$ cat src/hdl/peer_table_with_aging_assert.svh
// assertion macros shared by the peer table modules
`ifndef PEER_TABLE_WITH_AGING_ASSERT_SVH
`define PEER_TABLE_WITH_AGING_ASSERT_SVH

// same-cycle implication, disabled while reset is held
`define PTWA_ASSERT_SAME(lbl, clk, rst_n, ante, cons, msg) \
  lbl: assert property (@(posedge clk) disable iff (!rst_n) (ante) |-> (cons)) else $error(msg);

// next-cycle implication, disabled while reset is held
`define PTWA_ASSERT_NEXT(lbl, clk, rst_n, ante, cons, msg) \
  lbl: assert property (@(posedge clk) disable iff (!rst_n) (ante) |=> (cons)) else $error(msg);

`endif

$ cat src/hdl/ptwa_pkg.sv
// types and constants of the peer table with aging
`timescale 1ns / 1ps

package ptwa_pkg;

  localparam int ID_W   = 32;
  localparam int TIME_W = 32;
  localparam int TMO_W  = 16;
  localparam int CNT_W  = 7;

  localparam logic [TMO_W-1:0] TIMEOUT_RESET = 16'd6000;
  localparam logic [CNT_W-1:0] COUNT_MAX     = 7'd127;

  localparam logic FUNC_HEARD = 1'b0;
  localparam logic FUNC_TICK  = 1'b1;

  // table word: {valid, id, time}
  localparam int WORD_W = 1 + ID_W + TIME_W;

  typedef enum logic [2:0] {
    ST_CLEAR,
    ST_IDLE,
    ST_SCAN,
    ST_FLUSH,
    ST_INSERT,
    ST_DONE
  } state_t;

  typedef struct packed {
    logic load;      // capture an input beat, clear per-item status
    logic clear_wr;  // write an invalid word at the sweep address
    logic rd_en;     // read the entry at the scan address
    logic eval;      // read data of the previous address is valid
    logic insert;    // place the heard id if it found no match and a free slot
    logic out_load;  // move the result into the output register
  } ctl_cmd_t;

endpackage

$ cat src/hdl/ptwa_ram.sv
// generic simple dual-port ram with registered read
`timescale 1ns / 1ps

module ptwa_ram #(
  parameter int WIDTH = 8,
  parameter int DEPTH = 64
) (
  input  logic                     clk,
  input  logic                     we,
  input  logic [$clog2(DEPTH)-1:0] waddr,
  input  logic [WIDTH-1:0]         wdata,
  input  logic                     re,
  input  logic [$clog2(DEPTH)-1:0] raddr,
  output logic [WIDTH-1:0]         rdata
);

  logic [WIDTH-1:0] mem_r [DEPTH];
  logic [WIDTH-1:0] rdata_r;

  always_ff @(posedge clk) begin
    if (we) begin
      mem_r[waddr] <= wdata;
    end
    if (re) begin
      rdata_r <= mem_r[raddr];
    end
  end

  assign rdata = rdata_r;

endmodule

$ cat src/hdl/ptwa_ctrl.sv
// sequencer of the peer table: clearing sweep, scan, insert, result
`timescale 1ns / 1ps

module ptwa_ctrl #(
  parameter int TABLE_DEPTH = 64
) (
  input  logic                           clk,
  input  logic                           rst_n,
  input  logic                           in_valid,
  output logic                           in_stall,
  output logic                           out_valid,
  input  logic                           out_stall,
  output ptwa_pkg::ctl_cmd_t             cmd,
  output logic [$clog2(TABLE_DEPTH)-1:0] addr
);

  localparam int AW = $clog2(TABLE_DEPTH);
  localparam logic [AW-1:0] LAST_IDX = AW'(TABLE_DEPTH - 1);

  ptwa_pkg::state_t state_r, state_nxt;
  logic [AW-1:0]    idx_r, idx_nxt;
  logic             eval_r, eval_nxt;
  logic             out_valid_r, out_valid_nxt;
  logic             last;

  assign last = (idx_r == LAST_IDX);

  // next state
  always_comb begin
    state_nxt = state_r;
    unique case (state_r)
      ptwa_pkg::ST_CLEAR:  if (last) state_nxt = ptwa_pkg::ST_IDLE;
      ptwa_pkg::ST_IDLE:   if (in_valid) state_nxt = ptwa_pkg::ST_SCAN;
      ptwa_pkg::ST_SCAN:   if (last) state_nxt = ptwa_pkg::ST_FLUSH;
      ptwa_pkg::ST_FLUSH:  state_nxt = ptwa_pkg::ST_INSERT;
      ptwa_pkg::ST_INSERT: state_nxt = ptwa_pkg::ST_DONE;
      ptwa_pkg::ST_DONE:   if (!out_valid_r || !out_stall) state_nxt = ptwa_pkg::ST_IDLE;
      default:             state_nxt = ptwa_pkg::ST_IDLE;
    endcase
  end

  // outputs
  always_comb begin
    cmd          = '0;
    in_stall     = 1'b1;
    cmd.eval     = eval_r;
    unique case (state_r)
      ptwa_pkg::ST_CLEAR:  cmd.clear_wr = 1'b1;
      ptwa_pkg::ST_IDLE: begin
        in_stall = 1'b0;
        cmd.load = in_valid;
      end
      ptwa_pkg::ST_SCAN:   cmd.rd_en = 1'b1;
      ptwa_pkg::ST_FLUSH:  ;
      ptwa_pkg::ST_INSERT: cmd.insert = 1'b1;
      ptwa_pkg::ST_DONE:   cmd.out_load = !out_valid_r || !out_stall;
      default:             ;
    endcase
  end

  always_comb begin
    idx_nxt = idx_r;
    if (cmd.load) begin
      idx_nxt = '0;
    end else if (cmd.clear_wr || cmd.rd_en) begin
      idx_nxt = last ? '0 : idx_r + AW'(1);
    end
  end

  assign eval_nxt = cmd.rd_en;

  always_comb begin
    out_valid_nxt = out_valid_r;
    if (cmd.out_load) begin
      out_valid_nxt = 1'b1;
    end else if (!out_stall) begin
      out_valid_nxt = 1'b0;
    end
  end

  always_ff @(posedge clk) begin
    if (!rst_n) begin
      state_r     <= ptwa_pkg::ST_CLEAR;
      idx_r       <= '0;
      eval_r      <= 1'b0;
      out_valid_r <= 1'b0;
    end else begin
      state_r     <= state_nxt;
      idx_r       <= idx_nxt;
      eval_r      <= eval_nxt;
      out_valid_r <= out_valid_nxt;
    end
  end

  assign addr      = idx_r;
  assign out_valid = out_valid_r;

  `include "peer_table_with_aging_assert.svh"

  `PTWA_ASSERT_SAME(a_no_overwrite, clk, rst_n, out_valid_r && out_stall, !cmd.out_load, "result overwritten while stalled")
  `PTWA_ASSERT_NEXT(a_scan_start, clk, rst_n, cmd.load, (state_r == ptwa_pkg::ST_SCAN) && (idx_r == '0), "scan did not start at entry zero")
  `PTWA_ASSERT_NEXT(a_scan_end, clk, rst_n, (state_r == ptwa_pkg::ST_SCAN) && last, (state_r == ptwa_pkg::ST_FLUSH) && eval_r, "last entry not evaluated")

endmodule

$ cat src/hdl/ptwa_dp.sv
// datapath of the peer table: entry ram, match and age checks, counters
`timescale 1ns / 1ps

module ptwa_dp #(
  parameter int TABLE_DEPTH = 64
) (
  input  logic                            clk,
  input  logic                            rst_n,
  input  ptwa_pkg::ctl_cmd_t              cmd,
  input  logic [$clog2(TABLE_DEPTH)-1:0]  addr,
  input  logic                            cfg_we,
  input  logic [ptwa_pkg::TMO_W-1:0]      cfg_timeout_ms,
  input  logic                            in_func,
  input  logic [ptwa_pkg::TIME_W-1:0]     in_now_ms,
  input  logic [ptwa_pkg::ID_W-1:0]       in_peer_id,
  output logic [ptwa_pkg::CNT_W-1:0]      out_live_count,
  output logic                            out_refreshed,
  output logic                            out_inserted,
  output logic                            out_dropped
);

  localparam int AW = $clog2(TABLE_DEPTH);
  localparam int TW = ptwa_pkg::TIME_W;

  logic [ptwa_pkg::TMO_W-1:0]  timeout_r;
  logic                        func_r;
  logic [TW-1:0]               now_r;
  logic [ptwa_pkg::ID_W-1:0]   pid_r;
  logic [AW-1:0]               proc_idx_r;
  logic [AW-1:0]               free_idx_r;
  logic                        refreshed_r, free_found_r, inserted_r;
  logic [ptwa_pkg::CNT_W-1:0]  live_r;

  logic                        we;
  logic [AW-1:0]               waddr;
  logic [ptwa_pkg::WORD_W-1:0] wdata, rdata;

  logic                        rd_valid;
  logic [ptwa_pkg::ID_W-1:0]   rd_id;
  logic [TW-1:0]               rd_time;
  logic [TW:0]                 expiry;
  logic                        heard, hit, alive, is_free, tmo_nz, do_insert, count_inc;

  assign {rd_valid, rd_id, rd_time} = rdata;

  // expiry formed one bit wider so it never wraps
  assign expiry  = {1'b0, rd_time} + {{(TW + 1 - ptwa_pkg::TMO_W){1'b0}}, timeout_r};
  assign heard   = (func_r == ptwa_pkg::FUNC_HEARD);
  assign hit     = heard && rd_valid && (rd_id == pid_r);
  assign alive   = rd_valid && (expiry > {1'b0, now_r});
  assign is_free = !rd_valid || ({1'b0, now_r} > expiry);
  assign tmo_nz  = (timeout_r != '0);

  // a refreshed entry holds now, so it lives exactly when the timeout is nonzero
  assign count_inc = hit ? tmo_nz : alive;
  assign do_insert = cmd.insert && heard && !refreshed_r && free_found_r;

  always_comb begin
    we    = 1'b0;
    waddr = addr;
    wdata = '0;
    if (cmd.clear_wr) begin
      we = 1'b1;
    end else if (cmd.eval && hit) begin
      we    = 1'b1;
      waddr = proc_idx_r;
      wdata = {1'b1, rd_id, now_r};
    end else if (do_insert) begin
      we    = 1'b1;
      waddr = free_idx_r;
      wdata = {1'b1, pid_r, now_r};
    end
  end

  ptwa_ram #(
    .WIDTH (ptwa_pkg::WORD_W),
    .DEPTH (TABLE_DEPTH)
  ) u_ram (
    .clk   (clk),
    .we    (we),
    .waddr (waddr),
    .wdata (wdata),
    .re    (cmd.rd_en),
    .raddr (addr),
    .rdata (rdata)
  );

  always_ff @(posedge clk) begin
    if (!rst_n) begin
      timeout_r <= ptwa_pkg::TIMEOUT_RESET;
    end else if (cfg_we) begin
      timeout_r <= cfg_timeout_ms;
    end
  end

  always_ff @(posedge clk) begin
    if (cmd.load) begin
      func_r       <= in_func;
      now_r        <= in_now_ms;
      pid_r        <= in_peer_id;
      refreshed_r  <= 1'b0;
      free_found_r <= 1'b0;
      inserted_r   <= 1'b0;
      live_r       <= '0;
    end else begin
      if (cmd.eval) begin
        if (hit) begin
          refreshed_r <= 1'b1;
        end
        if (heard && !free_found_r && is_free) begin
          free_found_r <= 1'b1;
          free_idx_r   <= proc_idx_r;
        end
        if (count_inc && (live_r < ptwa_pkg::COUNT_MAX)) begin
          live_r <= live_r + ptwa_pkg::CNT_W'(1);
        end
      end
      if (do_insert) begin
        inserted_r <= 1'b1;
        // the slot taken was not alive, so only the new entry can add
        if (tmo_nz && (live_r < ptwa_pkg::COUNT_MAX)) begin
          live_r <= live_r + ptwa_pkg::CNT_W'(1);
        end
      end
    end
    if (cmd.rd_en) begin
      proc_idx_r <= addr;
    end
    if (cmd.out_load) begin
      out_live_count <= live_r;
      out_refreshed  <= refreshed_r;
      out_inserted   <= inserted_r;
      out_dropped    <= heard && !refreshed_r && !inserted_r;
    end
  end

  `include "peer_table_with_aging_assert.svh"

  `PTWA_ASSERT_SAME(a_one_outcome, clk, rst_n, cmd.out_load, !(refreshed_r && inserted_r), "entry both refreshed and inserted")
  `PTWA_ASSERT_NEXT(a_tick_quiet, clk, rst_n, cmd.out_load && !heard, !out_refreshed && !out_inserted && !out_dropped, "tick reported a table change")

endmodule

$ cat src/hdl/peer_table_with_aging.sv
// top level of the peer table with timeout aging
// a result is loaded into the output register in the done state, after the scan, flush and insert states
// a new item is taken only in the idle state, once the last result is loaded; the ram scan reads one entry per cycle
// a heard peer costs the same as a tick: one scan, one optional insert write, one result load
// reset: synchronous rst_n clears control and sets timeout_ms to 6000, then a clearing
// sweep over all TABLE_DEPTH entries marks every entry invalid while in_stall stays high
`timescale 1ns / 1ps

module peer_table_with_aging #(
  parameter int TABLE_DEPTH = 64
) (
  input  logic                           clk,
  input  logic                           rst_n,
  // configuration write channel, timeout in milliseconds
  input  logic                           cfg_valid,
  output logic                           cfg_ready,
  input  logic [ptwa_pkg::TMO_W-1:0]     cfg_timeout_ms,
  // input channel
  input  logic                           in_valid,
  output logic                           in_stall,
  input  logic                           in_func,
  input  logic [ptwa_pkg::TIME_W-1:0]    in_now_ms,
  input  logic [ptwa_pkg::ID_W-1:0]      in_peer_id,
  // result channel
  output logic                           out_valid,
  input  logic                           out_stall,
  output logic [ptwa_pkg::CNT_W-1:0]     out_live_count,
  output logic                           out_refreshed,
  output logic                           out_inserted,
  output logic                           out_dropped
);

  localparam int AW = $clog2(TABLE_DEPTH);

  ptwa_pkg::ctl_cmd_t cmd;
  logic [AW-1:0]      addr;

  // the timeout register takes a beat in any cycle; writes are to come only while idle, the block does not enforce this
  assign cfg_ready = 1'b1;

  // sequencer: sweep after reset, then per item scan -> flush -> insert -> done
  ptwa_ctrl #(
    .TABLE_DEPTH (TABLE_DEPTH)
  ) u_ctrl (
    .clk       (clk),
    .rst_n     (rst_n),
    .in_valid  (in_valid),
    .in_stall  (in_stall),
    .out_valid (out_valid),
    .out_stall (out_stall),
    .cmd       (cmd),
    .addr      (addr)
  );

  // entry ram with {valid, id, time} words, match, age and live-count logic
  ptwa_dp #(
    .TABLE_DEPTH (TABLE_DEPTH)
  ) u_dp (
    .clk            (clk),
    .rst_n          (rst_n),
    .cmd            (cmd),
    .addr           (addr),
    .cfg_we         (cfg_valid && cfg_ready),
    .cfg_timeout_ms (cfg_timeout_ms),
    .in_func        (in_func),
    .in_now_ms      (in_now_ms),
    .in_peer_id     (in_peer_id),
    .out_live_count (out_live_count),
    .out_refreshed  (out_refreshed),
    .out_inserted   (out_inserted),
    .out_dropped    (out_dropped)
  );

endmodule

$ cat config.mk
export PLATFORM = sky130hd
export DESIGN_NAME = peer_table_with_aging
export DESIGN_NICKNAME = d
export VERILOG_FILES = /design/src/hdl/ptwa_pkg.sv /design/src/hdl/ptwa_ram.sv /design/src/hdl/ptwa_ctrl.sv /design/src/hdl/ptwa_dp.sv /design/src/hdl/peer_table_with_aging.sv
export VERILOG_INCLUDE_DIRS = /design/src /design/src/hdl
export SDC_FILE = /design/constraint.sdc
export NUM_CORES = 2
export LEC_CHECK = 0
export BUFFER_PORTS_ARGS = -buffer_cell sky130_fd_sc_hd__buf_2
export CORE_ASPECT_RATIO = 1.5
export CORE_UTILIZATION = 60
export DETAILED_ROUTE_END_ITERATION = 8
export GPL_ROUTABILITY_DRIVEN = 0
export PLACE_DENSITY_LB_ADDON = 0.1
export SYNTH_ARGS = -nofsm -noshare
export SYNTH_HDL_FRONTEND = slang
export SYNTH_MEMORY_MAX_BITS = 65536
export SYNTH_SLANG_ARGS = --single-unit
$ cat constraint.sdc
create_clock -name clk -period 16.1 [get_ports clk]
set_input_delay 0 -clock clk [delete_from_list [all_inputs] [get_ports clk]]
set_output_delay 0 -clock clk [all_outputs]
set_load 0.01 [all_outputs]
==> key figures <==
Routing
  – Post-Route WL: approximately 430 mm
  – Vias: just under 80000
  – DRC errors left: 0
  – Met2 WL: roughly 220 mm
  – Routed wire per std cell: between 30 and 40 um
  – Detail Route Antenna Nets: 0
  – Metal1 wirelength: about 150 mm
  – Drt first pass iters: 6
  – 1st-iter DRT viols: roughly 10000
  – Via density: around 6.9
  – Top layer in use: met5
  – Met3 wire len: roughly 34 mm

Synthesis
  – Seq cells post-synth: around 4300
  – Distinct cell type count after synthesis: between 60 and 70
  – Asr flop ratio synth: 0%
  – Mapped Cells: between 6000 and 7000
  – Xor and xnor area share after synthesis: less than 1%
  – Largest family of logic cells by synthesized area: multiplexers
  – YS warnings: 0
  – Mux cell area share after synthesis: about 19%
  – Primary FF master, synth: edfxtp_1
  – Mapped cell area: ~170000 um2
  – Area share of fa/ha/maj cells after synthesis: less than 1%
  – Net Count, Synth: roughly 6900
  – Register area share after synthesis: between 70 and 80%
  – Compound-Gate Fraction of Synth Area: 0.466%
  – Simple-gate share of the synthesized area: between 1 and 1.5%
  – Syn Area/Cell: ~25 um2
  – EDFF count, synth: between 4000 and 5000

STA
  – RSZ-0062 raised after global routing: no
  – Fin crit period: between 6 and 7 ns
  – FMAX: approximately 0.15 GHz
  – Fin Setup TNS: 0 ns
  – WHS: roughly 0.27 ns
  – Tcrit/Tclk final: 41.8%
  – Worst-margin pin slew: approximately 1.3 ns
  – Final WS setup: around 9.4 ns
  – Final setup fails: 0
  – Final Hold Fails: 0
  – Rel. slew slack: 12.6%
  – Clock Skew: roughly 0.047 ns
  – Final Max Slew Viols: 0

Final layout
  – Filler Cell Count: between 15000 and 20000
  – Fin cells: between 10000 and 15000
  – Area occupied by multi-input gates: about 35000 um2
  – # nets final: 7454
  – Share of cells above drive strength 1: a little under a third
  – Register area: about 130000 um2
  – Design area: about 190000 um2
  – Area delta synth->final: 12.6%
  – Final Util: roughly two thirds

Run status
  – Status: complete, no violations

Clock network
  – Longest Clk Path Bufs: 4
  – CTS resizes: 0
  – CTS Sinks: 4349
  – Clock Latency Late Sink: a little over 0.9 ns
  – Root buffer cell: clkbuf_16
  – Postcts setup bufs: 0
  – H-tree Lvls: 5
  – Num CTS Buffers: 390
  – Clock-pin slew on the worst setup and hold paths: around 0.07 ns
  – CTS tree: built

Min path
  – Hold depth: 5
  – HP Class: input pin to register
  – Hold Path Origin: in_valid
  – Hold Crit Endpoint: u_ctrl.state_r[1]

Global routing
  – Global-route wire length before repair: roughly 600 mm
  – Largest net degree at the start of global routing: 120
  – Total GRT Usage: between 30% and 40%
  – Total grt overflow: 0
  – Initial antenna violation count: 14
  – Vias in the first global route: approximately 79000

Floorplanning
  – Die Y: ~650 um
  – Core Rows: approximately 240
  – Core Box Area: ~280000 um2
  – Die ar.: ~280000 um2
  – Die Width: about 430 um
  – Starting Density: between 60% and 70%
  – I/O pin total: 99

Power and ir drop
  – Power Density: roughly 120 nW/um2
  – Max VDD drop: approximately 0.11 mV
  – Leakage: 67.8 nW
  – Overall Power: ~23 mW

Setup path
  – Max incr delay on CP: ~0.96 ns
  – Crit-path cells: xnor2_1 > nand4_1 > nor3_1 > buf_4 > nand4_4 > a21oi_4 > buf_4 > buf_4 > o211a_1 > nand3_1 > nor2_4 > buf_4
  – Worst setup SP type: register
  – Worst Setup End Kind: register
  – Worst path most repeated cell: buf_4
  – Critical path data arrival time: slightly above 7 ns
  – RR Startpoint: u_dp.pid_r[10]
  – Reg2reg setup slack: 9.36 ns
  – WP data required: 16.61 ns
  – Reg2Reg Capture Point: u_dp.u_ram.mem_r[3][28]
  – Worst R2R Path Depth: 12
  – Critical path fanouts, max: 87
  – Critical-path top delay cell: buf_4
  – CP Class: register to register

Placed design
  – Setup WS pre-CTS: around 9.5 ns
  – Placed Area: 173000 um2
  – Buffers on Ports: between 90 and 100
  – Placed insts: about 10000
  – HPWL Detailed: between 200 and 250 mm

Flow run
  – Max_cap viols: 0
layout by cell type (no fill, tap or decap), drive strengths merged, types with 57 or more instances in the layout:
cell,count
and2,72
nor3,63
edfxtp,4312
inv,61
mux4,1365
nand2,69
buf,345
clkinv,154
bufinv,57
clkbuf,452
dlygate4sd3,199
routing by layer:
metal | vias to the layer above | GRT usage, %
met5 | - | 0
met1 | 42700 | 40.5
met3 | 816 | 4.57
met2 | 4132 | 53.2
met4 | 4 | 11.3
li1 | 30300 | -
final cells by class:
class | instances | share of cell area [%]
antenna | 5 | 0.00667
clock buffer | 452 | 5.43
clock inverter | 243 | 1.43
inverter | 48 | 0.0973
multi-input combinational | 1984 | 18.8
sequential | 4349 | 69.4
tap | 3689 | 2.46
timing repair buffer | 544 | 2.39
flip-flops by register name, indices dropped and copies added, names as in the netlist, 3 cells and up:
signal / cells
u_dp.u_ram.mem_r: 4160
u_dp.u_ram.rdata: 65
u_dp.now_r: 32
u_dp.pid_r: 32
u_dp.timeout_r: 16
u_dp.live_r: 7
u_dp.out_live_count: 7
u_ctrl.addr: 6
u_dp.free_idx_r: 6
u_dp.proc_idx_r: 6
u_ctrl.state_r: 3
power breakdown:
| group | switching, mW | internal (mW) | leakage [nW] | total [mW] |
|---|---|---|---|---|
| registers | 0.0339 | 12.3 | 49.2 | 12.4 |
| clock network | 4.04 | 5.44 | 6.26 | 9.48 |
| logic | 0.492 | 0.375 | 12.3 | 0.868 |
worst max-delay path: cells and delay by family, from the launching register on:
kind | cells | cell delay [ns]
AOI/OAI and AO/OA | 2 | 0.60
xor gates and xnor gates | 1 | 0.20
buffers and inverters | 4 | 2.66
DFF | 1 | 0.42
and+or+nand+nor | 5 | 2.22
cells in the mapped netlist, types with 3 or more instances:
master	count	share of area (%)
nand2_1	69	0.16
a31oi_1	3	0.011
nor3b_1	4	0.018
buf_2	108	0.32
nor3_1	62	0.19
inv_1	48	0.11
buf_6	3	0.020
nand2b_1	15	0.056
o21a_1	6	0.027
nor2_1	43	0.097
mux2i_1	26	0.16
nor2b_1	16	0.060
edfxtp_1	4312	78
dfxtp_1	37	0.44
o211ai_1	6	0.027
a211oi_1	4	0.018
xnor2_1	50	0.26
or3_1	4	0.015
mux4_2	1365	18
a21oi_1	33	0.099
a21o_1	10	0.045
o22ai_1	5	0.019
buf_1	31	0.070
clkbuf_1	192	0.43
and3_1	11	0.041
nand3_1	20	0.060
and4_1	5	0.026
ha_1	50	0.38
nand4_1	20	0.075
nor4_1	9	0.034
xor2_1	12	0.063
o21ai_0	24	0.072
and2_1	71	0.27
repair_timing:
| action | CTS | global route |
|---|---|---|
| setup endpoints to repair | 0 | 0 |
| endpoints found under the hold margin | 104 | 0 |
| hold buffers | 199 | 0 |
kinds of logic (layout without fill, tap and decap cells):
logic type | after synthesis | count (layout)
flops | 4349 | 4349
mux | 1391 | 1391
buf+inv | 384 | 1287
simple gates | 361 | 361
compound gates | 118 | 118
xor+xnor | 62 | 62
fa+ha+maj | 51 | 51
other cells | 1 | 6
worst max-delay path by stage:
stage / slack, ns / cells after the start / startpoint / to
after global routing: 9.29 / 13 / u_dp.pid_r[15] / u_dp.u_ram.mem_r[17][49]
after detailed placement: 9.47 / 12 / u_dp.pid_r[12] / u_dp.u_ram.mem_r[3][31]
after global placement: 9.65 / 13 / u_dp.pid_r[12] / u_dp.u_ram.mem_r[19][49]
final: 9.36 / 12 / u_dp.pid_r[10] / u_dp.u_ram.mem_r[3][28]
after CTS: 9.44 / 12 / u_dp.pid_r[12] / u_dp.u_ram.mem_r[3][30]
after floorplan: 7.23 / 8 / u_dp.pid_r[20] / u_dp.u_ram.mem_r[49][0]
Power figures use the tool's default switching activity.
